<file path="src/sv/rssp_isqrt.sv">
`default_nettype none
module rssp_isqrt #(
   parameter int IN_W  = 48,
   parameter int TAG_W = 1
) (
   input  logic                clock,
   input  logic                reset,
   input  logic                en,
   input  logic                in_valid,
   input  logic [IN_W-1:0]     in_rad,
   input  logic [TAG_W-1:0]    in_tag,
   output logic                out_valid,
   output logic [IN_W/2-1:0]   out_root,
   output logic [TAG_W-1:0]    out_tag
);

   localparam int RT_W = IN_W / 2;
   localparam int R_W  = RT_W + 2;

   // One root bit per stage: two radicand bits come down each time.
   logic [RT_W-1:0]  vld_ff;
   logic [IN_W-1:0]  rad_ff  [RT_W];
   logic [R_W-1:0]   rem_ff  [RT_W];
   logic [RT_W-1:0]  root_ff [RT_W];
   logic [TAG_W-1:0] tag_ff  [RT_W];

   for (genvar k = 0; k < RT_W; k++) begin : g_stage
      logic             v_src;
      logic [IN_W-1:0]  rad_src;
      logic [R_W-1:0]   rem_src;
      logic [RT_W-1:0]  root_src;
      logic [TAG_W-1:0] tag_src;
      logic [R_W+1:0]   trial;
      logic [R_W+1:0]   cand;
      logic             take;

      if (k == 0) begin : g_first
         assign v_src    = in_valid;
         assign rad_src  = in_rad;
         assign rem_src  = '0;
         assign root_src = '0;
         assign tag_src  = in_tag;
      end else begin : g_next
         assign v_src    = vld_ff[k-1];
         assign rad_src  = rad_ff[k-1];
         assign rem_src  = rem_ff[k-1];
         assign root_src = root_ff[k-1];
         assign tag_src  = tag_ff[k-1];
      end

      assign trial = {rem_src, rad_src[IN_W-1:IN_W-2]};
      assign cand  = (R_W+2)'({root_src, 2'b01});
      assign take  = trial >= cand;

      always_ff @(posedge clock) begin
         if (reset) begin
            vld_ff[k] <= 1'b0;
         end else if (en) begin
            vld_ff[k] <= v_src;
         end
         if (en) begin
            rad_ff[k]  <= rad_src << 2;
            rem_ff[k]  <= take ? R_W'(trial - cand) : trial[R_W-1:0];
            root_ff[k] <= {root_src[RT_W-2:0], take};
            tag_ff[k]  <= tag_src;
         end
      end
   end

   assign out_valid = vld_ff[RT_W-1];
   assign out_root  = root_ff[RT_W-1];
   assign out_tag   = tag_ff[RT_W-1];

endmodule
`default_nettype wire

</file>
<file path="config.mk">
export PLATFORM = sky130hd
export DESIGN_NAME = rssp_isqrt
export DESIGN_NICKNAME = d
export VERILOG_FILES = /design/src/sv/rssp_isqrt.sv
export SDC_FILE = /design/constraint.sdc
export NUM_CORES = 2
export LEC_CHECK = 0
export BUFFER_PORTS_ARGS = -buffer_cell sky130_fd_sc_hd__buf_2
export CORE_MARGIN = 2
export CORE_UTILIZATION = 60
export CTS_CLUSTER_SIZE = 10
export DETAILED_ROUTE_END_ITERATION = 8
export PLACE_DENSITY = 0.76
export SLEW_MARGIN = 40
export SYNTH_ARGS = -nofsm -noshare
export SYNTH_HDL_FRONTEND = slang
export SYNTH_SLANG_ARGS = --single-unit
</file>
<file path="constraint.sdc">
create_clock -name clock -period 4.45 [get_ports clock]
set_input_delay 0.89 -clock clock [delete_from_list [all_inputs] [get_ports clock]]
set_output_delay 0.89 -clock clock [all_outputs]
set_load 0.01 [all_outputs]
</file>
Yosys cells after proc, flatten, opt, wreduce, memory -nomap -nowiden
Memory sizes are Yosys's and may differ from the RTL's.
Index checks and enable logic that the tools add are counted.

operators by class
  add/subtract/negate cells = 24
  magnitude comparators = 24
  muxes and demuxes = 26

operator list
  cell                                                 count
  >= comparator 28 x 26 -> 1 bit                       23
  2-to-1 mux 26 bit                                    24
  subtractor 26 bit                                    23
  subtractor 2 x 1 -> 3 bit, second input constant     1
  >= comparator 2 x 1 -> 1 bit, second input constant  1
  2-to-1 mux 1 bit                                     2

storage, ports and cells
  register bits = 24
  RAM bits = 2328
  bits of input ports = 53
  output and inout port bits = 26
  logic and storage cells = 102
  memories = 4

memories
  name     depth  width  rd ports  clocked after memory_dff  wr ports  line  RTL
  rad_ff   24     46     23        0                         24        22    logic [IN_W-1:0] rad_ff [RT_W];
  rem_ff   24     26     23        0                         24        23    logic [R_W-1:0] rem_ff [RT_W];
  root_ff  24     24     24        0                         24        24    logic [RT_W-1:0] root_ff [RT_W];
  tag_ff   24     1      24        0                         24        25    logic [TAG_W-1:0] tag_ff [RT_W];

Depth between registers and ports, before layout
An unclocked memory read counts as a cell.

  depth in word-level cells = 3
  depth in mapped cells = 13
  mapped depth without buffers = 12

Least setup slack after synthesis
OpenSTA, ideal clock, no wires.

  path kind = reg-to-reg
  start = memory rem_ff[17][0] (netlist name)
  end = memory rem_ff[18][17] (netlist name) (data pin)
  arrival = 2888 ps
  path slack = 1292 ps
  stages on the path, launching flop included = 11
  period minus slack after synthesis = 3158 ps
  cell sequence = edfxtp_1 -> ha_1 -> nor2b_1 -> o31ai_1 -> a21oi_1 -> a311oi_1 -> o31a_1 -> nor2b_1 -> clkbuf_1 -> buf_1 -> o21ai_0

RTL lines
  what         line
  from (decl)  23

==> out/qor.yml <==
timing:
  grt_setup_unrepaired: "no"
  setup_viol: 0
  hold_viol_final: 0
  fin_tns_setup_ns: 0
  holdWs_ns: 0.287
  fmax_mhz: 272
  fin_crit_ns: 3.68
  fin_crit_sh: 0.827
  finalMaxSlewViolations: 0
  tightest_slew_ns: 0.791
  timing.slew.headroom: 0.469
  setup_slack_ns: 0.770
  skew_ns: 0.0381
synthesis:
  syn_nets: 5456
  synthAdderAreaFrac: 0.0609
  ys.flop_type: "edfxtp_1"
  syn-cell-area_um2: 67000
  synth_edf_count: 1439
  yosys.area_share.simple: 0.0975
  ys_seq_area_frac: 0.653
  synthCells: 5077
  ys_ff_latch: 1463
  yosysTopAreaCellShare: 0.645
  synth_top_family_by_area: "simple AND/OR/NAND/NOR gates"
  yosysUniqueCellTypes: 90
  syn_avg_cell_area_um2: 13.2
  yosysTopAreaCell: "edfxtp_1"
  synth_xor_area_frac: 0.0589
  ys_async_sr_fraction: 0
  synthMuxAreaShare: 0.0135
  yosysWarningCount: 0
  synth-compound-area-share: 0.0882
  synthTopCellsByArea: "edfxtp_1, ha_1, xnor2_1"
placed_design:
  place.gp.congestion: 0.906
  dp_slack_ns: 0.538
  numPortBuffers: 78
  dpl.hpwl_um: 84200
  post-place-cells: 6624
routing:
  first_pass_iters: 6
  dr_wl_met3_um: 5560
  via_per_inst: 5.73
  wl_met2_um: 59700
  m1WireLength_um: 53400
  top_layer_used: "met4"
  drc: 0
  vias: 39200
  routed_wl_um: 121000
  wire_per_inst_um: 17.7
  ant_nets: 0
  first_iter_violations: 3116
setup_path:
  start_kind: "flip-flop"
  timing.critical_path.mode_cell: "o31a_1"
  crit_family: "compound AO/OA/AOI/OAI gates"
  endpoint_kind: "flip-flop"
  path_cells: "ha_1 -> nor2b_1 -> o31a_1 -> o31a_1 -> a211o_1 -> a211oi_1 -> o211ai_1 -> buf_4 -> mux2_2"
  critPathMaxFanout: 28
  crit_type: "flip-flop to flip-flop"
  cp.required_ns: 4.96
  crit_buf_inv: 1
  crit_slowest_cell: "a211oi_1"
  max_stage_delay_ns: 0.65
  cp.arrival_ns: 4.19
cells_and_area:
  area_growth_pct: 11.1
  drive_above_1_share: 0.0831
  regArea_um2: 43700
  final_cells: 6844
  fill_cells: 7664
  nets: 5685
  multi_input_area_um2: 21400
  antenna_cells: 0
die:
  initial_core_util: 0.605
  row_count: 122
  fp.dieH_um: 338
  core-area_um2: 111000
  die_w_um: 338
  io_pins: 79
  dieArea_um2: 114000
clocking:
  clock_path_buffers: 3
  insertion_delay_ns: 0.77
  ctsHoldBuffers: 0
  path_clk_slew_ns: 0.05
  h-tree-depth: 4
  post_cts.repair.setup_buffers: 0
  cts_tree: "built"
  clock-sinks: 1463
  cts_resized: 0
  root_buffer: "clkbuf_16"
  cts_made_buffers: 167
power_and_ir_drop:
  powerDensity_nw_per_um2: 488
  p_leak_uw: 0.0285
  finalPower_uw: 36300
  irDropWorstVdd_uv: 353
global_routing:
  grt_max_degree: 111
  grt_pass1_vias: 38600
  grt_pass1_wl_um: 195000
  track_usage: 0.214
  overflow: 0
  antenna_found_initial: 0
outcome:
  status: "finished, final reports clean"
flow_run:
  maxCapViolCount: 0
hold_path:
  hold_class: "input port to flip-flop"
-- flip-flops by register name, indices dropped and copies added (netlist names) --
| name | flops |
|---|---|
| rad_ff | 552 |
| out_valid | 1 |
| g_stage.v_src | 23 |
| root_ff | 300 |
| rem_ff | 563 |
| tag_ff | 24 |
-- worst register-to-register path: stages (launching register included) --
cell      delay, ns
edfxtp_1       0.39
ha_1           0.36
nor2b_1        0.16
o31a_1         0.29
o31a_1         0.28
a211o_1        0.35
a211oi_1       0.65
o211ai_1       0.32
buf_4          0.32
mux2_2         0.32
-- cells by family (layout without fill, tap and decap cells) --
kind of cell / after synthesis / in the layout
adder cells (fa/ha/maj): 326 / 326
AO/OA/AOI/OAI: 956 / 956
AND/OR/NAND/NOR: 1302 / 1302
flip-flops: 1463 / 1463
other: 1 / 1
multiplexers: 82 / 82
buffers and inverters: 497 / 776
XOR/XNOR: 450 / 450
-- final cells by class --
class,count,share of cell area
clock buffers,196,0.0577
clock inverters,23,0.00562
inverters,413,0.0208
multi-input cells,3117,0.288
flip-flops and latches,1463,0.588
well taps,1488,0.0250
repair buffers,144,0.0149
-- metal layers --
| metal | vias to the layer above | GRT usage |
|---|---|---|
| met2 | 958 | 0.366 |
| li1 | 19200 | - |
| met5 | - | 0 |
| met4 | 0 | 0.0665 |
| met3 | 207 | 0.0332 |
| met1 | 18800 | 0.284 |
-- path summary, 6_finish.rpt --
check	from	to	slack (ns)	depth (start not counted)
max	rem_ff[18][0]	rem_ff[19][4]	0.77	9
min	in_rad[33]	rad_ff[0][33]	0.29	1
max reg2reg	rem_ff[18][0]	rem_ff[19][4]	0.77	9
min reg2reg	rad_ff[1][113]	rad_ff[1][161]	0.40	0
-- cell usage after synthesis, types with 28 or more instances --
cell type and n:
a21o_1 91, nand2b_1 53, xnor2_1 241, ha_1 326, xor2_1 209, nand3_1 85, mux2i_1 31, nor2b_1 55
o31ai_1 35, nor2_1 331, inv_1 410, nor3_1 113, mux2_2 45, a21oi_1 326, o21a_1 61, edfxtp_1 1439
or3_1 53, nand4_1 54, o21ai_0 230, nand2_1 313, nor4_1 72, clkbuf_1 70, or2_2 28
-- layout by cell type (no fill, tap or decap), drive strengths merged, types with 24 or more instances in the layout --
| master | n |
|---|---|
| edfxtp | 1439 |
| inv | 416 |
| nor2 | 332 |
| ha | 326 |
| a21oi | 326 |
| nand2 | 313 |
| xnor2 | 241 |
| o21ai | 232 |
| xor2 | 209 |
| clkbuf | 196 |
| buf | 144 |
| nor3 | 114 |
| a21o | 91 |
| nand3 | 85 |
| nor4 | 73 |
| o21a | 61 |
| nor2b | 55 |
| nand4 | 54 |
| or3 | 54 |
| nand2b | 53 |
| mux2 | 51 |
| o31ai | 36 |
| mux2i | 31 |
| or2 | 31 |
| o21bai | 27 |
| or4 | 26 |
| dfxtp | 24 |
-- through the flow --
step | util | area (µm²)
global placement | 0.629 | 69600
floorplan | - | 67000
global route | 0.672 | 74400
CTS | 0.672 | 74300
detailed placement | 0.629 | 69600
finish | 0.672 | 74400
-- power by group --
part           switching (µW)  leakage [µW]  internal [µW]
logic                    3520        0.0122           2690
registers                 940        0.0140          17200
clock network            5140       0.00226           6860
total                    9600        0.0285          26700
No activity file was read; power rests on OpenSTA's default activity.
