<file path="src/sv/rssp_div.sv">
`default_nettype none
module rssp_div #(
   parameter int DEN_W = 13,
   parameter int Q_W   = 24,
   parameter int TAG_W = 1
) (
   input  logic             clock,
   input  logic             reset,
   input  logic             en,
   input  logic             in_valid,
   input  logic [DEN_W-1:0] in_rem,
   input  logic [Q_W-1:0]   in_num,
   input  logic [DEN_W-1:0] in_den,
   input  logic [TAG_W-1:0] in_tag,
   output logic             out_valid,
   output logic [Q_W-1:0]   out_quo,
   output logic [TAG_W-1:0] out_tag
);

   // One quotient bit per stage, restoring division.
   logic [Q_W-1:0]   vld_ff;
   logic [DEN_W-1:0] rem_ff [Q_W];
   logic [DEN_W-1:0] den_ff [Q_W];
   logic [Q_W-1:0]   num_ff [Q_W];
   logic [Q_W-1:0]   quo_ff [Q_W];
   logic [TAG_W-1:0] tag_ff [Q_W];

   for (genvar k = 0; k < Q_W; k++) begin : g_stage
      logic             v_src;
      logic [DEN_W-1:0] rem_src;
      logic [DEN_W-1:0] den_src;
      logic [Q_W-1:0]   num_src;
      logic [Q_W-1:0]   quo_src;
      logic [TAG_W-1:0] tag_src;
      logic [DEN_W:0]   trial;
      logic             take;
      logic [DEN_W-1:0] rem_in;

      if (k == 0) begin : g_first
         assign v_src   = in_valid;
         assign rem_src = in_rem;
         assign den_src = in_den;
         assign num_src = in_num;
         assign quo_src = '0;
         assign tag_src = in_tag;
      end else begin : g_next
         assign v_src   = vld_ff[k-1];
         assign rem_src = rem_ff[k-1];
         assign den_src = den_ff[k-1];
         assign num_src = num_ff[k-1];
         assign quo_src = quo_ff[k-1];
         assign tag_src = tag_ff[k-1];
      end

      assign trial  = {rem_src, num_src[Q_W-1]};
      assign take   = trial >= {1'b0, den_src};
      assign rem_in = take ? DEN_W'(trial - {1'b0, den_src}) : trial[DEN_W-1:0];

      always_ff @(posedge clock) begin
         if (reset) begin
            vld_ff[k] <= 1'b0;
         end else if (en) begin
            vld_ff[k] <= v_src;
         end
         if (en) begin
            rem_ff[k] <= rem_in;
            den_ff[k] <= den_src;
            num_ff[k] <= num_src << 1;
            quo_ff[k] <= {quo_src[Q_W-2:0], take};
            tag_ff[k] <= tag_src;
         end
      end
   end

   assign out_valid = vld_ff[Q_W-1];
   assign out_quo   = quo_ff[Q_W-1];
   assign out_tag   = tag_ff[Q_W-1];

endmodule
`default_nettype wire

</file>
<file path="config.mk">
export PLATFORM = sky130hd
export DESIGN_NAME = rssp_div
export DESIGN_NICKNAME = d
export VERILOG_FILES = /design/src/sv/rssp_div.sv
export SDC_FILE = /design/constraint.sdc
export NUM_CORES = 2
export LEC_CHECK = 0
export BUFFER_PORTS_ARGS = -buffer_cell sky130_fd_sc_hd__buf_2
export CAP_MARGIN = 25
export CORE_MARGIN = 1.5
export CORE_UTILIZATION = 63
export CTS_CLUSTER_SIZE = 8
export DETAILED_ROUTE_END_ITERATION = 8
export PLACE_DENSITY = 0.83
export SLEW_MARGIN = 5
export SYNTH_ARGS = -nofsm -noshare
export SYNTH_HDL_FRONTEND = slang
export SYNTH_SLANG_ARGS = --single-unit
</file>
<file path="constraint.sdc">
create_clock -name clock -period 3.88 [get_ports clock]
set_clock_uncertainty 0.2 [all_clocks]
set_input_delay 0 -clock clock [delete_from_list [all_inputs] [get_ports clock]]
set_output_delay 0 -clock clock [all_outputs]
set_load 0.02 [all_outputs]
</file>
Yosys cells after proc, flatten, opt, wreduce, memory -nomap -nowiden
Memories as Yosys holds them, arrays and structs flattened.
Index checks and enable logic that the tools add are counted.
{"block": "word_totals", "register_bits": 24, "ram_bits": 1776, "inputBits": 55, "out_inout_bits": 26, "word_cells": 103, "memories": 5}
{"block": "classes", "n_addsub": 24, "n_lt_le_gt_ge": 24, "n_mux": 26}
{"name": "quo_ff", "depth": 24, "word_bits": 24, "rd": 24, "rd_clocked_by_memory_dff": 0, "wr": 24, "line": "25", "text": "logic [Q_W-1:0] quo_ff [Q_W];"}
{"name": "num_ff", "depth": 24, "word_bits": 23, "rd": 23, "rd_clocked_by_memory_dff": 0, "wr": 24, "line": "24", "text": "logic [Q_W-1:0] num_ff [Q_W];"}
{"name": "den_ff", "depth": 24, "word_bits": 13, "rd": 23, "rd_clocked_by_memory_dff": 0, "wr": 24, "line": "23", "text": "logic [DEN_W-1:0] den_ff [Q_W];"}
{"name": "rem_ff", "depth": 24, "word_bits": 13, "rd": 23, "rd_clocked_by_memory_dff": 0, "wr": 24, "line": "22", "text": "logic [DEN_W-1:0] rem_ff [Q_W];"}
{"name": "tag_ff", "depth": 24, "word_bits": 1, "rd": 24, "rd_clocked_by_memory_dff": 0, "wr": 24, "line": "26", "text": "logic [TAG_W-1:0] tag_ff [Q_W];"}
{"op": ">= comparator 14 x 13 -> 1 bit", "count": 24}
{"op": "2-to-1 mux 13 bit", "count": 24}
{"op": "subtractor 13 bit", "count": 24}
{"op": "2-to-1 mux 1 bit", "count": 2}

Longest topological paths before layout
An unclocked memory read counts as a cell.
{"block": "logic_depth", "word_depth": 3, "ltp_mapped": 13, "ltp_nobuf": 12}

Worst setup path before layout
No wires, ideal clock.
{"block": "synth_timing", "path_kind": "flip-flop to flip-flop", "from": "memory num_ff[2][45] in the netlist's numbering", "to": "memory rem_ff[18][4] (netlist: rem_ff[2][30]) (data pin)", "setup_ns": 0.260, "t_arrival_ns": 2.638, "required_time_ns": 3.420, "path_slack_ns": 0.781, "path_stages_with_launch": 14, "n_path_buf": 2, "period_less_slack_ns": 3.099, "cell_sequence": "edfxtp_1 -> inv_1 -> ha_1 -> inv_1 -> fa_1 -> a21o_1 -> a21oi_2 -> o21ai_1 -> o21bai_1 -> a21oi_1 -> or4_1 -> buf_2 -> buf_6 -> mux2_4"}
{"element": "start: declaration", "line": "24"}
{"element": "end: declaration", "line": "22"}

==> flow_summary.yaml <==
timing:
  fin_crit_sh_pct: 95.6
  fmax_ghz: 0.270
  drv_slew: 0
  rsz0062_at_grt: "false"
  setup_tns_ps: 0
  tightest_slew_ps: 893
  layout_min_cycle_time_ps: 3710
  timing.hold.ws_ps: 117
  hold_viol: 0
  setup_violations: 0
  slew_headroom_pct: 40.5
floorplan:
  die_area_um2: 88300
  ioPinCount: 81
  start_util_pct: 63.8
  num_rows: 107
  die_w_um: 297
  fp.coreArea_um2: 85400
  die_y_um: 297
global_routing:
  grt_usage_pct: 23.4
  gr-total-overflow: 0
  grt_pass1_wl_mm: 165
  first_global_vias: 32100
  antenna_found_initial: 0
  grt_max_degree: 126
synthesis:
  synth-edff-count: 1198
  synth_seq_cells: 1222
  avgSynthCellArea_um2: 14.0
  synth_top_cell_by_area: "edfxtp_1"
  synth.distinct_cells: 69
  synth_most_common_cell: "edfxtp_1"
  synth_cells: 3885
  yosysSeqAreaShare_pct: 66.9
  syn-num-nets: 4275
  yosysWarnings: 0
  syn_area_um2: 54500
  ys_top_cells_by_area: "edfxtp_1 (66%), ha_1 (7.2%), inv_1 (2.8%)"
  synthArstFlopShare_pct: 0
  synth_flop_cell: "edfxtp_1"
  synth_top_area_share_pct: 66.0
  synthTopCellsByCount: "edfxtp_1 (1198), inv_1 (409), ha_1 (312)"
cts:
  insertion_delay_ps: 770
  cts_buffers: 170
  clk_pin_slew_ps: 50
  tritoncts: "yes"
  clockBufferDepth: 3
  cts_max_level: 4
  cts_root_buf: "clkbuf_16"
  cts.sinks: 1222
  post_cts.repair.setup_buffers: 0
placed_design:
  portBuffers: 80
  postPlaceCellArea_um2: 56600
  place.gp.congestion: 0.897
  post-dp-hpwl_mm: 65.4
setup_path:
  crit_buf_inv: 5
  critPathRequiredTime_ps: 4170
  worst_setup_path_end_kind: "flip-flop"
  worstPathMaxFanout: 13
  cp-start-kind: "primary input"
  slowest_stage: "dlygate4sd3_1"
  crit_path_max_incr_delay_ps: 580
  crit_chain: "dlygate4sd3_1, buf_2, inv_1, ha_1, inv_1, fa_1, a21o_1, a221oi_2, nor2_2, o31ai_2, a21oi_1, a21o_1, mux2_4, dlygate4sd3_1"
  crit_arrival_ps: 4000
  crit_type: "primary input to flip-flop"
  crit_family: "compound AO/OA/AOI/OAI gates"
pwr:
  p_int_mw: 33.1
  sw_frac_of_total_pct: 32.0
  p_switching_mw: 15.6
  irDropWorstVdd_mv: 0.605
  p_leak_nw: 24.8
  p_seq_share_pct: 40.3
  pwr_density_cell_nw_per_um2: 779
  p_comb_share_pct: 32.5
  clockPowerShare_pct: 27.3
finish:
  finalNetCount: 4635
  final_area_um2: 62600
  areaGrowthSynthToFinish_pct: 14.8
  n_antenna_cell: 0
  drive_above_1_share_pct: 10.7
drt:
  vias: 31400
  drtIter0Drc: 2435
  viasPerCell: 5.77
  drc: 0
  final_antenna_net_count: 0
  drt-pass1-iter-count: 5
  drt-wirelength-per-cell_um: 18.9
  route.final.wire_length_mm: 103
run:
  max_cap_viol_count: 0
outcome:
  status: "completed"
hold_path:
  min_path_type: "primary input to flip-flop"
## routing by layer
| metal | global-route usage (%) | up-vias | wire length [um] |
|---|---|---|---|
| met5 | 0 | - | 0 |
| met4 | 9.77 | 0 | 3390 |
| met3 | 3.99 | 231 | 4500 |
| met2 | 41.8 | 876 | 53900 |
| met1 | 28.1 | 15300 | 41000 |
| li1 | - | 15000 | - |
## per-stage QoR
stage | setup slack [ps] | utilization [%] | std cells | power [mW]
floorplan | 781 | - | 3885 | 31.1
finish | 173 | 73.2 | 5435 | 48.7
global placement | 404 | 66.2 | 5096 | 34.4
CTS | 213 | 73.2 | 5435 | 48.8
global route | 20.3 | 73.2 | 5435 | 51.4
detailed placement | 308 | 66.2 | 5097 | 35.0
## final cells by class
class / count / area (um^2)
multi-input combinational: 2198 / 16300
timing repair buffer: 241 / 2060
clock buffer: 204 / 4400
sequential: 1222 / 36500
clock inverter: 14 / 372
fill: 5168 / 22900
tap: 1144 / 1430
inverter: 412 / 1550
## kinds of logic after synthesis
family | after synthesis | synth area share, %
compound gates | 756 | 8.80
fa+ha+maj | 335 | 8.01
mux | 161 | 3.34
buf+inv | 465 | 3.29
xor+xnor | 213 | 3.42
flops | 1222 | 66.9
simple gates | 733 | 6.24
## registers in the layout, summed over array words and instances, names as in the netlist
signal,flops
g_stage.v_src,23
tag_ff,24
rem_ff,299
out_valid,1
den_ff,299
num_ff,276
quo_ff,300
## repair_timing
item / in CTS / in global routing
endpoints found under the setup margin: 0 / 11
endpoints found under the hold margin: 1176 / 0
gates resized for setup: 0 / 1
hold buffers: 120 / 0
## worst reg2reg max path: cells and delay by family, from the launching register on
| family | cells | cell delay, ps |
|---|---|---|
| AO/OA/AOI/OAI | 3 | 970 |
| AND/OR/NAND/NOR | 3 | 680 |
| adder cells (fa/ha/maj) | 2 | 590 |
| multiplexers | 1 | 440 |
| flip-flops | 1 | 360 |
| buffers and inverters | 2 | 140 |
## cell usage in the layout, fill, tap and decap left out, types with 9 or more instances in the layout
cell type / count
o31ai_1: 25
xor2_1: 101
xnor2_1: 112
clkbuf_1: 33
nor4_1: 11
nand4_1: 38
nor2b_1: 37
a21boi_0: 12
buf_12: 12
clkbuf_16: 171
or4_1: 9
edfxtp_1: 1198
o21a_1: 32
ha_1: 312
o211ai_1: 14
nor2_1: 192
nand2_1: 249
o21ai_0: 227
buf_4: 30
o21bai_1: 29
mux2i_1: 43
dlygate4sd3_1: 120
fa_1: 23
a21oi_1: 186
mux2_4: 16
nor3_1: 65
a21o_1: 102
inv_1: 409
dfxtp_1: 24
buf_2: 79
clkinv_16: 11
nand2b_1: 51
nand3_1: 39
mux2_2: 100
a31oi_1: 27
a211o_1: 12
## power groups by stage
stage	clock (mW)	combinational, mW	sequential, mW
2_1_floorplan	0	12.0	19.1
6_report	13.3	15.8	19.6
4_1_cts	13.6	15.6	19.6
5_1_grt	14.1	17.5	19.8
3_5_place_dp	0	15.2	19.8
3_3_place_gp	0	14.6	19.7
## final timing paths
| kind | slack, ps | cells past startpoint | to | from |
|---|---|---|---|---|
| setup / recovery | 170 | 14 | rem_ff[0][8] | in_num[23] |
| hold / removal | 120 | 3 | quo_ff[0][0] | in_rem[12] |
| setup reg to reg | 250 | 11 | rem_ff[0][63] | num_ff[0][91] |
| hold reg to reg | 200 | 0 | quo_ff[16][7] | quo_ff[15][6] |
Note: power is estimated with default switching activity, not from simulation.
