### src/sv/rssp_pkg.sv
`default_nettype none
package rssp_pkg;

   localparam int COORD_BITS = 12;
   localparam int FRAC_BITS  = 16;
   localparam int GEOM_W     = FRAC_BITS + 8;
   localparam int QUO_W      = GEOM_W;
   localparam int A_W        = 2 * GEOM_W;
   localparam int ROOT_W     = A_W / 2;
   localparam int UY_W       = FRAC_BITS + 1;
   localparam int DIM_W      = 13;
   localparam int CSR_W      = 16;
   localparam int CSR_IDX_W  = 3;
   localparam int REQ_DATA_W = 2 * COORD_BITS;
   localparam int RSP_DATA_W = 2 * COORD_BITS + 24;

   localparam logic [DIM_W-1:0]  WIDTH_RST  = DIM_W'(200);
   localparam logic [DIM_W-1:0]  HEIGHT_RST = DIM_W'(100);
   localparam logic [15:0]       CZ_RST     = 16'd4096;
   localparam logic [14:0]       RADIUS_RST = 15'd2048;

   typedef enum logic [CSR_IDX_W-1:0] {
      CSR_WIDTH,
      CSR_HEIGHT,
      CSR_CX,
      CSR_CY,
      CSR_CZ,
      CSR_RADIUS
   } csr_index_type;

   typedef struct packed {
      logic [COORD_BITS-1:0] row;
      logic [COORD_BITS-1:0] col;
   } pos_type;

   typedef struct packed {
      logic signed [15:0] cx;
      logic signed [15:0] cy;
      logic signed [15:0] cz;
      logic [14:0]        radius;
   } geo_cfg_type;

   typedef struct packed {
      pos_type pos;
      logic    ovf_x;
   } div_tag_type;

   typedef struct packed {
      pos_type             pos;
      logic                dy_neg;
      logic [GEOM_W-2:0]   dy_abs;
      logic                hit;
   } sky_tag_type;

   typedef struct packed {
      pos_type pos;
      logic    dy_neg;
      logic    hit;
   } uy_tag_type;

   typedef struct packed {
      logic       hit;
      logic [7:0] blue;
      logic [7:0] green;
      logic [7:0] red;
      pos_type    pos;
   } pixel_type;

endpackage
`default_nettype wire

### src/sv/rssp_color.sv
`default_nettype none
module rssp_color (
   input  logic                       clock,
   input  logic                       reset,
   input  logic                       en,
   input  logic                       in_valid,
   input  logic [rssp_pkg::UY_W-1:0]  uy,
   input  logic                       in_dy_neg,
   input  logic                       in_hit,
   input  rssp_pkg::pos_type          in_pos,
   output logic                       out_valid,
   output rssp_pkg::pixel_type        out_pix
);
   import rssp_pkg::*;

   localparam int NSTG  = 4;
   localparam int U_W   = FRAC_BITS + 2;
   localparam int RF_W  = FRAC_BITS + 3;
   localparam int GF_W  = FRAC_BITS + 5;
   localparam int VR_W  = 15;
   localparam int VG_W  = 18;
   localparam logic [14:0]     KSCALE = 15'd25599;
   localparam logic [U_W-1:0]  ONE    = U_W'(1 << FRAC_BITS);
   localparam logic [RF_W-1:0] RBASE  = RF_W'(1 << (FRAC_BITS + 2));
   localparam logic [GF_W-1:0] GBASE  = GF_W'(10 * (1 << (FRAC_BITS + 1)));
   localparam logic [9:0]      RECIP_R = 10'd655;
   localparam logic [10:0]     RECIP_G = 11'd1048;

   logic [NSTG-1:0] vld_ff;
   pos_type         pos_ff [NSTG];
   logic            hit_ff [NSTG];

   logic [U_W-1:0]  u;
   logic [RF_W-1:0] rf_ff;
   logic [GF_W-1:0] gf_ff;
   logic [RF_W+14:0] prod_r;
   logic [GF_W+14:0] prod_g;
   logic [VR_W-1:0] vr_ff [2:3];
   logic [VG_W-1:0] vg_ff [2:3];
   logic [VR_W+9:0] prod_qr;
   logic [VG_W+10:0] prod_qg;
   logic [7:0]      qr_ff;
   logic [8:0]      qg_ff;
   logic [8:0]      red_q, green_q;
   logic [VR_W-1:0] rem_r;
   logic [VG_W-1:0] rem_g;
   pixel_type       pix_ff;

   assign u = in_dy_neg ? ONE - U_W'(uy) : ONE + U_W'(uy);

   assign prod_r  = (RF_W+15)'(rf_ff) * (RF_W+15)'(KSCALE);
   assign prod_g  = (GF_W+15)'(gf_ff) * (GF_W+15)'(KSCALE);
   assign prod_qr = (VR_W+10)'(vr_ff[2]) * (VR_W+10)'(RECIP_R);
   assign prod_qg = (VG_W+11)'(vg_ff[2]) * (VG_W+11)'(RECIP_G);

   // The reciprocal products run at most one low, one compare fixes that.
   assign rem_r   = vr_ff[3] - VR_W'(qr_ff * 7'd100);
   assign rem_g   = vg_ff[3] - VG_W'(qg_ff * 10'd1000);
   assign red_q   = 9'(qr_ff) + 9'(rem_r >= VR_W'(100));
   assign green_q = qg_ff + 9'(rem_g >= VG_W'(1000));

   always_ff @(posedge clock) begin
      if (reset) begin
         vld_ff <= '0;
      end else if (en) begin
         vld_ff <= {vld_ff[NSTG-2:0], in_valid};
      end
   end

   always_ff @(posedge clock) begin
      if (en) begin
         pos_ff[0] <= in_pos;
         hit_ff[0] <= in_hit;
         for (int k = 1; k < NSTG; k++) begin
            pos_ff[k] <= pos_ff[k-1];
            hit_ff[k] <= hit_ff[k-1];
         end
         rf_ff <= RBASE - RF_W'(u);
         gf_ff <= GBASE - GF_W'(u) - (GF_W'(u) << 1);

         vr_ff[2] <= prod_r[FRAC_BITS+2 +: VR_W];
         vg_ff[2] <= prod_g[FRAC_BITS+1 +: VG_W];

         vr_ff[3] <= vr_ff[2];
         vg_ff[3] <= vg_ff[2];
         qr_ff    <= prod_qr[16 +: 8];
         qg_ff    <= prod_qg[20 +: 9];

         pix_ff.pos <= pos_ff[NSTG-2];
         pix_ff.hit <= hit_ff[NSTG-2];
         if (hit_ff[NSTG-2]) begin
            pix_ff.red   <= 8'hFF;
            pix_ff.green <= 8'h00;
            pix_ff.blue  <= 8'h00;
         end else begin
            pix_ff.red   <= red_q[8] ? 8'hFF : red_q[7:0];
            pix_ff.green <= green_q[8] ? 8'hFF : green_q[7:0];
            pix_ff.blue  <= 8'hFF;
         end
      end
   end

   assign out_valid = vld_ff[NSTG-1];
   assign out_pix   = pix_ff;

endmodule
`default_nettype wire

### config.mk
export PLATFORM = sky130hd
export DESIGN_NAME = rssp_color
export DESIGN_NICKNAME = d
export VERILOG_FILES = /design/src/sv/rssp_pkg.sv /design/src/sv/rssp_color.sv
export SDC_FILE = /design/constraint.sdc
export NUM_CORES = 1
export LEC_CHECK = 0
export ABC_AREA = 1
export BUFFER_PORTS_ARGS = -buffer_cell sky130_fd_sc_hd__clkbuf_2
export CORE_MARGIN = 8
export CORE_UTILIZATION = 49
export CTS_BUF_LIST = sky130_fd_sc_hd__clkbuf_4 sky130_fd_sc_hd__clkbuf_8
export CTS_CLUSTER_DIAMETER = 100
export CTS_CLUSTER_SIZE = 30
export DETAILED_ROUTE_END_ITERATION = 8
export PLACE_DENSITY = 0.65
export SYNTH_ARGS = -nofsm -noshare
export SYNTH_HDL_FRONTEND = slang
export SYNTH_SLANG_ARGS = --single-unit
### constraint.sdc
create_clock -name clock -period 12.9 [get_ports clock]
set_input_delay 1.29 -clock clock [delete_from_list [all_inputs] [get_ports clock]]
set_output_delay 1.29 -clock clock [all_outputs]
set_load 0.01 [all_outputs]
# Word-level counts from Yosys, hierarchy flattened
# Memories as Yosys holds them, arrays and structs flattened.
# Cells that the tools add are included.
# word_totals
mem_bits_rw	166
reg_bits	110
elab_cells	39
memories	4
input_bits	47
# classes
reduce_logical	1
magnitude_cmp	2
multipliers	6
muxes	6
addsub	9
# mem_list
memory	depth	word_bits	rd	rd_ports_with_merged_regs	write_ports	line	text
pos_ff	4	24	3	0	4	rssp_color.sv:30	pos_type pos_ff [NSTG];
vg_ff	2	18	2	0	2	rssp_color.sv:39	logic [VG_W-1:0] vg_ff [2:3];
vr_ff	2	15	2	0	2	rssp_color.sv:38	logic [VR_W-1:0] vr_ff [2:3];
hit_ff	4	1	3	0	4	rssp_color.sv:31	logic hit_ff [NSTG];
# ops
op	count
$mul 21x15->35 const B	1
$mul 19x15->33 const B	1
$mul 18x8->26 const B	1
$mul 15x10->24 const B	1
$mux 24	1
$sub 21x18->21 const A	1
$sub 21x19->21	1
$sub 19x18->19 const A	1
$add 17x17->18 const A	1
$ge 18x10->1 const B	1
$mux 18	1
$sub 17x17->18 const A	1
$sub 18x18->18	1
$mux 8	2
$ge 15x7->1 const B	1
$mul 9x7->15 const B	1
$sub 15x15->15	1
$mul 8x5->13 const B	1
$add 8x1->9	1
$add 9x1->9	1
$mux 1	2
$reduce_or 2->1	1

# Longest topological paths before layout
# Gate-level depths: netlist of the first run.
# depth
word_depth	6
depth_mapped	36

# Least setup slack after synthesis of the first run
# No wires, ideal clock.
# synth_path
path_kind	reg-to-reg
from	register qg_ff[3]
to	register pix_ff, in the netlist out_pix[32], data pin
n_path_buf	0
t_required_ps	12645
arrival_time_ps	5702
path_slack_ps	6943
stages_incl_launch_ff	35
setup_time_ps	255
cell_sequence	edfxtp_1 inv_1 fa_1 fa_1 fa_1 fa_1 inv_1 ha_1 a21oi_1 o21ai_0 a21oi_1 nor2_1 nor2_1 xor2_1 ha_1 a21o_1 nand3_1 nand2_1 a21oi_1 nand2_1 inv_1 nand2_1 nand2_1 inv_1 nand3_1 ha_1 nand2_1 nor2_1 inv_1 nor2_1 nand2_1 xor2_1 inv_1 o21ai_0 inv_1
# synth_between
elab_chain_cells	5
# synth_lines
item	line	text
from (decl)	rssp_color.sv:43	logic [8:0] qg_ff;
from (signal assigned)	rssp_color.sv:87	qg_ff <= prod_qg[20 +: 9];
$mul 9x7->15	rssp_color.sv:58	assign rem_g = vg_ff[3] - VG_W'(qg_ff * 10'd1000);
$sub 18x18->18	rssp_color.sv:58	
$ge 18x10->1	rssp_color.sv:60	assign green_q = qg_ff + 9'(rem_g >= VG_W'(1000));
$add 9x1->9 *	rssp_color.sv:60	
$mux 8 *	rssp_color.sv:97	pix_ff.green <= green_q[8] ? 8'hFF : green_q[7:0];
to (decl)	rssp_color.sv:47	pixel_type pix_ff;
# Mark *: on every way between the ends. The rest lies on a longest branch, timed or not.
# A chain may end at the register's enable or synchronous reset.

# Worst setup path after layout of the first run
# layout_path
from	register qg_ff[1]
to	register pix_ff, in the netlist out_pix[34], data pin
# The elaborated chain is that of the path after synthesis.

==> results of run 1 <==
cell type report:
class | instances | area [um2]
clock buffer | 17 | 234.0
clock inverter | 9 | 128.9
fill | 5905 | 29950
multi-input combinational | 2310 | 20540
tap | 846 | 1059
inverter | 824 | 3093
sequential | 238 | 7107
antenna | 1 | 2.502
timing repair buffer | 98 | 505.5
synthesized netlist by cell type (2+ instances only):
| cell | instances | area (um2) |
|---|---|---|
| inv_1 | 819 | 3074 |
| nand2_1 | 573 | 2151 |
| ha_1 | 518 | 6481 |
| fa_1 | 353 | 7067 |
| edfxtp_1 | 234 | 7027 |
| nor2_1 | 184 | 690.7 |
| a21oi_1 | 161 | 805.8 |
| nand3_1 | 139 | 695.7 |
| o21ai_0 | 87 | 435.4 |
| xor2_1 | 80 | 700.7 |
| nor3_1 | 30 | 150.1 |
| nand4_1 | 29 | 181.4 |
| xnor2_1 | 25 | 219.0 |
| a21o_1 | 22 | 165.2 |
| o21bai_1 | 16 | 120.1 |
| a31oi_1 | 14 | 87.58 |
| nand2_2 | 12 | 75.07 |
| nand3b_1 | 11 | 82.58 |
| nor4_1 | 10 | 62.56 |
| buf_4 | 7 | 52.55 |
| nor2_2 | 7 | 43.79 |
| o21a_1 | 7 | 52.55 |
| inv_2 | 5 | 18.77 |
| nand3_2 | 5 | 50.05 |
| o211ai_1 | 5 | 37.54 |
| a21boi_0 | 4 | 30.03 |
| dfxtp_1 | 4 | 80.08 |
| o21ai_2 | 4 | 35.03 |
| or2_2 | 4 | 25.02 |
| o31ai_1 | 2 | 15.01 |
stage by stage:
stage | setup WS, ns | util, % | hold WS [ns] | instance area, um2
final | 6.194 | 52.17 | 0.4263 | 32670
after global routing | 5.514 | 52.16 | 0.4303 | 32660
after CTS | 6.144 | 52.16 | 0.4294 | 32660
after detailed placement | 6.165 | 51.58 | 0.4045 | 32300
after global placement | 6.285 | 51.58 | 0.4002 | 32300
after floorplan | 6.943 | - | 0.4003 | 30810
flip-flops by register name, indices dropped and copies added (netlist names):
signal / flops
hit_ff: 3
rf_ff: 19
pos_ff: 72
qg_ff: 9
out_pix: 42
gf_ff: 20
qr_ff: 8
vld_ff: 4
vg_ff: 33
vr_ff: 28
worst reg2reg max path, delay by kind of cell (launching register included):
family                     cells  cell delay [ns]
DFF                            1             0.53
xor gates and xnor gates       2             0.42
adders and majority gates      7             2.94
and+or+nand+nor               15             1.33
buffers and inverters          5             0.51
AOI/OAI and AO/OA              4             0.80
cell usage in the layout (no fill, tap or decap), types with 4 or more instances in the layout:
master and n:
or2_2 4, nor4_1 10, nor3_1 30, a21boi_0 4
xor2_1 80, inv_1 819, o211ai_1 5, nand2_1 573
inv_2 5, o21a_1 7, clkbuf_2 95, nand4_1 29
a31oi_1 14, nor2_1 184, nor2_2 7, nand2_2 12
edfxtp_1 234, ha_1 518, a21oi_1 161, fa_1 353
dfxtp_1 4, nand3b_1 11, clkbuf_8 17, nand3_1 139
o21ai_0 87, xnor2_1 25, nand3_2 5, a21o_1 22
o21ai_2 4, o21bai_1 16
per-layer routing:
layer | up-vias | share of wire, % | wire length, um
li1 | 10956 | - | -
met1 | 10279 | 47 | 28920
met2 | 286 | 49 | 29900
met3 | 43 | 3.1 | 1926
met4 | 0 | 1.2 | 763
met5 | - | 0 | 0
logic make-up after synthesis:
logic type	synth area share (%)
buffers and inverters	10.27
xor gates and xnor gates	3.038
DFF	23.07
adders and majority gates	43.97
and+or+nand+nor	13.75
AOI/OAI and AO/OA	5.901
worst max-delay path by stage:
stage                        endpoint  cells after the start  slack, ns  startpoint
after floorplan           out_pix[32]                     34       6.94    qg_ff[3]
after global placement    out_pix[33]                     33       6.29    qg_ff[1]
after detailed placement  out_pix[36]                     33       6.17    qg_ff[1]
after CTS                 out_pix[36]                     33       6.14    qg_ff[1]
after global routing      out_pix[34]                     34       5.51    qg_ff[1]
final                     out_pix[34]                     33       6.19    qg_ff[1]
==> run_results.csv, run 1 <==
group,metric,value,unit
synth,ys_ff_latch,238,
run_status,status,"finished clean",
global_route,antenna_found_initial,0,
floorplanning,die_height,266.8,um
cts,clock-root-buffer,"clkbuf_8",
global_route,grt_pass1_vias,22020,
global_route,grt_start_max_net_pins,103,
sta,setup_viol,0,
synth,syn_area,0.03081,mm2
floorplanning,coreArea,0.06262,mm2
sta,setup_tns,0,ns
global_route,grt_util_met1,24.39,%
cts,cts.htree.levels,1,
sta,slew_headroom,38.52,%
global_route,grt_pass1_wl,105.0,mm
synth,synthArstFlopShare,0,%
sta,fmax,149.1,MHz
setup_path,path_common_cell,"nand2_1",
cts,clock_latency,0.62,ns
min_path,hold_path_class,"register to register",
setup_path,r2r-start,"qg_ff[1]",
final_layout,area_delta_synth_final,6.027,%
global_route,track_usage,17.78,%
sta,tightest_slew,0.9222,ns
sta,rsz0062_at_grt,"false",
global_route,grt_overflow,0,
final_layout,final_cells,4343,
synth,synth-main-ff-cell,"edfxtp_1",
sta,fin_skew,0.06613,ns
sta,period_needed,6.706,ns
global_route,top_usage_layer,"met2",
cts,cts_tree,"yes",
global_route,use_met2,31.05,%
setup_path,crit_family,"adder cells",
place,hpwl,53.78,mm
floorplanning,rows,92,
min_path,whs_path_depth,0,
setup_path,worst-endpoint-arrival,7.06,ns
synth,ys_seq_area_share,23.07,%
setup_path,critPathKind,"register to register",
floorplanning,die_x,266.8,um
min_path,hold_end,"pos_ff[2][0]",
place,port_buffers,96,
synth,yosys_warnings,0,
detailed_routing,antenna_left,0,
min_path,hp-start,"pos_ff[1][0]",
synth,synth.distinct_cells,41,
sta,slew_viol_final,0,
setup_path,cp_max_fo,7,
cts,post_cts_buffers,0,
floorplanning,fp.dieArea,0.07116,mm2
detailed_routing,vias,21564,
place,dp.cells,4316,
detailed_routing,drtIter0Drc,1052,
setup_path,worst_setup_path_start_kind,"register",
cts,cts_buffers,16,
detailed_routing,firstDrtPassIters,5,
setup_path,cp_slowest_cell,"fa_1",
global_route,use_met3,1.547,%
setup_path,rr_worst_depth,33,
cts,clk_pin_slew,0.16,ns
cts,hold_buffers,0,
synth,synthesis.nets,4300,
setup_path,endpoint_kind,"register",
place,gp_congestion,0.8979,
synth,avgSynthCellArea,9.110,um2
cts,cts_resized,0,
flow_run,max-cap-violations,0,
floorplanning,io_pins,97,
detailed_routing,wl,61.50,mm
synth,synth_edf_count,234,
detailed_routing,vias_per_cell,4.965,
setup_path,timing.rr.end,"out_pix[34]",
setup_path,max_stage_delay,0.60,ns
sta,period_share,51.99,%
setup_path,reg2reg_slack,6.19,ns
cts,clock_path_buffers,3,
setup_path,required,13.25,ns
floorplanning,initial_core_util,49.20,%
detailed_routing,drc,0,
detailed_routing,routedWlPerCell,14.16,um
final_layout,drive_above_1_share,4.748,%
synth,synthCells,3382,
sta,final_hold_viol_count,0,
cts,cts_sinks,238,
final_layout,fin_nets,4406,
setup_path,cp_num_buf_inv,5,
Power of run 1 is not shown: default switching activity piles up to over one toggle a cycle in this logic, so the estimate is an artifact.
==> inputs of run 2 (changes only) <==
--- a/config.mk
+++ b/config.mk
@@ -5,7 +5,7 @@
 export SDC_FILE = /design/constraint.sdc
 export NUM_CORES = 1
 export LEC_CHECK = 0
-export ABC_AREA = 1
+export ABC_AREA = 0
 export BUFFER_PORTS_ARGS = -buffer_cell sky130_fd_sc_hd__clkbuf_2
 export CORE_MARGIN = 8
 export CORE_UTILIZATION = 49
==> constraint.sdc (replaced) <==
create_clock -name clock -period 6.6 [get_ports clock]
set_input_delay 0.66 -clock clock [delete_from_list [all_inputs] [get_ports clock]]
set_output_delay 0.66 -clock clock [all_outputs]
set_load 0.01 [all_outputs]
==> run_results.csv, run 2 <==
group,metric,value,unit
sta,slew_viol_final,0,
setup_path,max_stage_delay,0.60,ns
cts,cts_tree,"yes",
min_path,whs_path_depth,1,
final_layout,diodes,0,
global_route,grt_overflow,0,
setup_path,reg2reg_slack,0.18,ns
detailed_routing,routedWlPerCell,15.16,um
detailed_routing,vias_per_cell,5.011,
sta,holdWs,0.2211,ns
global_route,grt_pass1_wl,87.35,mm
detailed_routing,vias,16695,
detailed_routing,drc,0,
synth,ys_ff_latch,238,
synth,yosysTopAreaCell,"fa_1",
floorplanning,die_x,252.9,um
detailed_routing,antenna_left,0,
synth,synthArstFlopShare,0,%
sta,period_share,97.26,%
setup_path,cp_slowest_cell,"fa_1",
final_layout,final_cells,3332,
floorplanning,initial_core_util,49.13,%
setup_path,crit_cells,30,
cts,cts.htree.levels,1,
sta,rsz0062_at_grt,"true",
cts,clk_pin_slew,0.16,ns
setup_path,timing.rr.end,"out_pix[36]",
setup_path,crit_family,"adder cells",
setup_path,critPathKind,"register to register",
global_route,grt_pass1_vias,18388,
detailed_routing,firstDrtPassIters,4,
setup_path,endpoint_kind,"register",
cts,cts_buffers,15,
final_layout,regMostFlops,"pos_ff",
place,dp.cells,3292,
final_layout,fin_area,0.02987,mm2
global_route,track_usage,16.35,%
floorplanning,coreArea,0.05595,mm2
min_path,hold_path_class,"input pin to register",
setup_path,cp_num_buf_inv,4,
synth,synth.distinct_cells,73,
sta,fmax,155.8,MHz
final_layout,area_delta_synth_final,8.685,%
final_layout,final_cell_mix,"inv_1 (590), ha_1 (508), fa_1 (353), edfxtp_1 (234), clkbuf_2 (95)",
detailed_routing,drtIter0Drc,654,
cts,clock_path_buffers,3,
place,hpwl,42.96,mm
floorplanning,die_height,252.9,um
synth,yosys.cell_count.top_type,"inv_1",
sta,fin_skew,0.06362,ns
run_status,status,"finished clean",
setup_path,r2r-start,"qg_ff[2]",
global_route,grt_start_max_net_pins,105,
global_route,antenna_found_initial,0,
cts,clock_latency,0.61,ns
floorplanning,io_pins,97,
synth,netlist.area_leader.share,25.71,%
synth,synthCells,2420,
floorplanning,fp.dieArea,0.06393,mm2
final_layout,drive_above_1_share,9.045,%
synth,synthTopCellsByCount,"inv_1 (597), ha_1 (518), fa_1 (353)",
synth,synth_edf_count,234,
synth,avgSynthCellArea,11.36,um2
flow_run,max-cap-violations,0,
place,port_buffers,96,
synth,ys_seq_area_share,25.85,%
synth,synth_area_leaders,"fa_1 (26%), edfxtp_1 (26%), ha_1 (24%), inv_1 (8.2%), xnor2_1 (3.1%)",
detailed_routing,wl,50.52,mm
setup_path,crit_path_end,"out_pix[36]",
cts,hold_buffers,0,
final_layout,largest_register_ffs,72,
setup_path,required,6.95,ns
sta,tightest_slew,0.9098,ns
final_layout,fin_nets,3485,
cts,clock-root-buffer,"clkbuf_8",
synth,syn_area,0.02749,mm2
place,dpl_cell_area,0.02909,mm2
setup_path,worst_setup_path_start_kind,"register",
place,gp_congestion,0.8802,
setup_path,rr_worst_depth,30,
setup_path,cp_max_fo,3,
setup_path,worst-endpoint-arrival,6.77,ns
synth,synthesis.nets,3338,
sta,setup_viol,0,
final_layout,final_common_cell,"inv_1",
sta,slew_headroom,39.34,%
cts,cts_sinks,238,
final_layout,fillers,4893,
sta,final_hold_viol_count,0,
sta,period_needed,6.419,ns
synth,yosys_warnings,0,
setup_path,cp-startpoint,"qg_ff[2]",
synth,synth-main-ff-cell,"edfxtp_1",
floorplanning,rows,87,
[run 2: cell types whose count changed after synthesis, sizes merged, moves of 14 or more]
| cell | delta |
|---|---|
| a21oi | -76 |
| xnor2 | +72 |
| xor2 | -32 |
| nand4 | -18 |
| inv | -226 |
| nand2b | +14 |
| nand3 | -117 |
| nand2 | -524 |
| nor2 | -122 |
| o21a | +17 |
| o21ai | -45 |
| a21o | +14 |
[run 2: kinds of logic after synthesis]
logic type / after synthesis / synth area share, %
simple gates: 270 / 4.766
xor+xnor: 146 / 4.720
compound gates: 276 / 6.614
mux: 8 / 0.3004
flops: 238 / 25.85
fa+ha+maj: 871 / 49.29
buf+inv: 611 / 8.457
[run 2: area by class of cell]
type | instances | area (um2) | area share [%]
clock buffer | 17 | 227.7 | 0.7622
clock inverter | 9 | 133.9 | 0.4481
inverter | 598 | 2247 | 7.522
timing repair buffer | 143 | 862.1 | 2.886
multi-input combinational | 1571 | 18350 | 61.43
sequential | 238 | 7107 | 23.79
tap | 756 | 945.9 | 3.166
[run 2: per-layer routing]
layer  part of all wire [%]  GRT usage (%)  vias up
li1                       -              -     8236
met1                     45          21.68     8221
met2                     50          28.63      198
met3                    3.1          2.114       40
met4                    1.8          3.271        0
met5                      0              0        -
[run 2: how the worst min path moves through the flow]
stage	startpoint	to	slack (ns)
after floorplan	hit_ff[0]	hit_ff[1]	0.40
after global placement	pos_ff[1][4]	pos_ff[2][4]	0.40
after detailed placement	pos_ff[2][1]	out_pix[1]	0.40
after CTS	in_pos[3]	pos_ff[0][3]	0.17
after global routing	in_pos[4]	pos_ff[0][4]	0.16
final	in_pos[15]	pos_ff[0][15]	0.22
[run 2: worst reg2reg max path, delay by kind of cell (launching register included)]
kind / cells / cell delay [ns]
buffers and inverters: 4 / 0.32
and+or+nand+nor: 7 / 1.17
adders and majority gates: 7 / 2.49
xor gates and xnor gates: 2 / 0.34
DFF: 1 / 0.50
AOI/OAI and AO/OA: 10 / 1.36
[run 2: metrics by stage]
| step | util, % | TNS (ns) | setup WS (ns) |
|---|---|---|---|
| finish | 53.39 | 0 | 0.1810 |
| global route | 53.39 | -0.6417 | -0.08691 |
| CTS | 52.78 | 0 | 0.001276 |
| detailed placement | 51.99 | -1.352 | -0.1971 |
| global placement | 51.99 | -0.2806 | -0.04056 |
| floorplan | - | 0 | 0.07555 |
[run 2: timing repair]
action                                 4_1_cts  5_1_grt
setup endpoints to repair                    8       14
resized for setup                           14       50
pin swaps                                    8       40
endpoints found under the hold margin        0        0
setup buffers                                3       11
Power of run 2 is left out for the same reason.
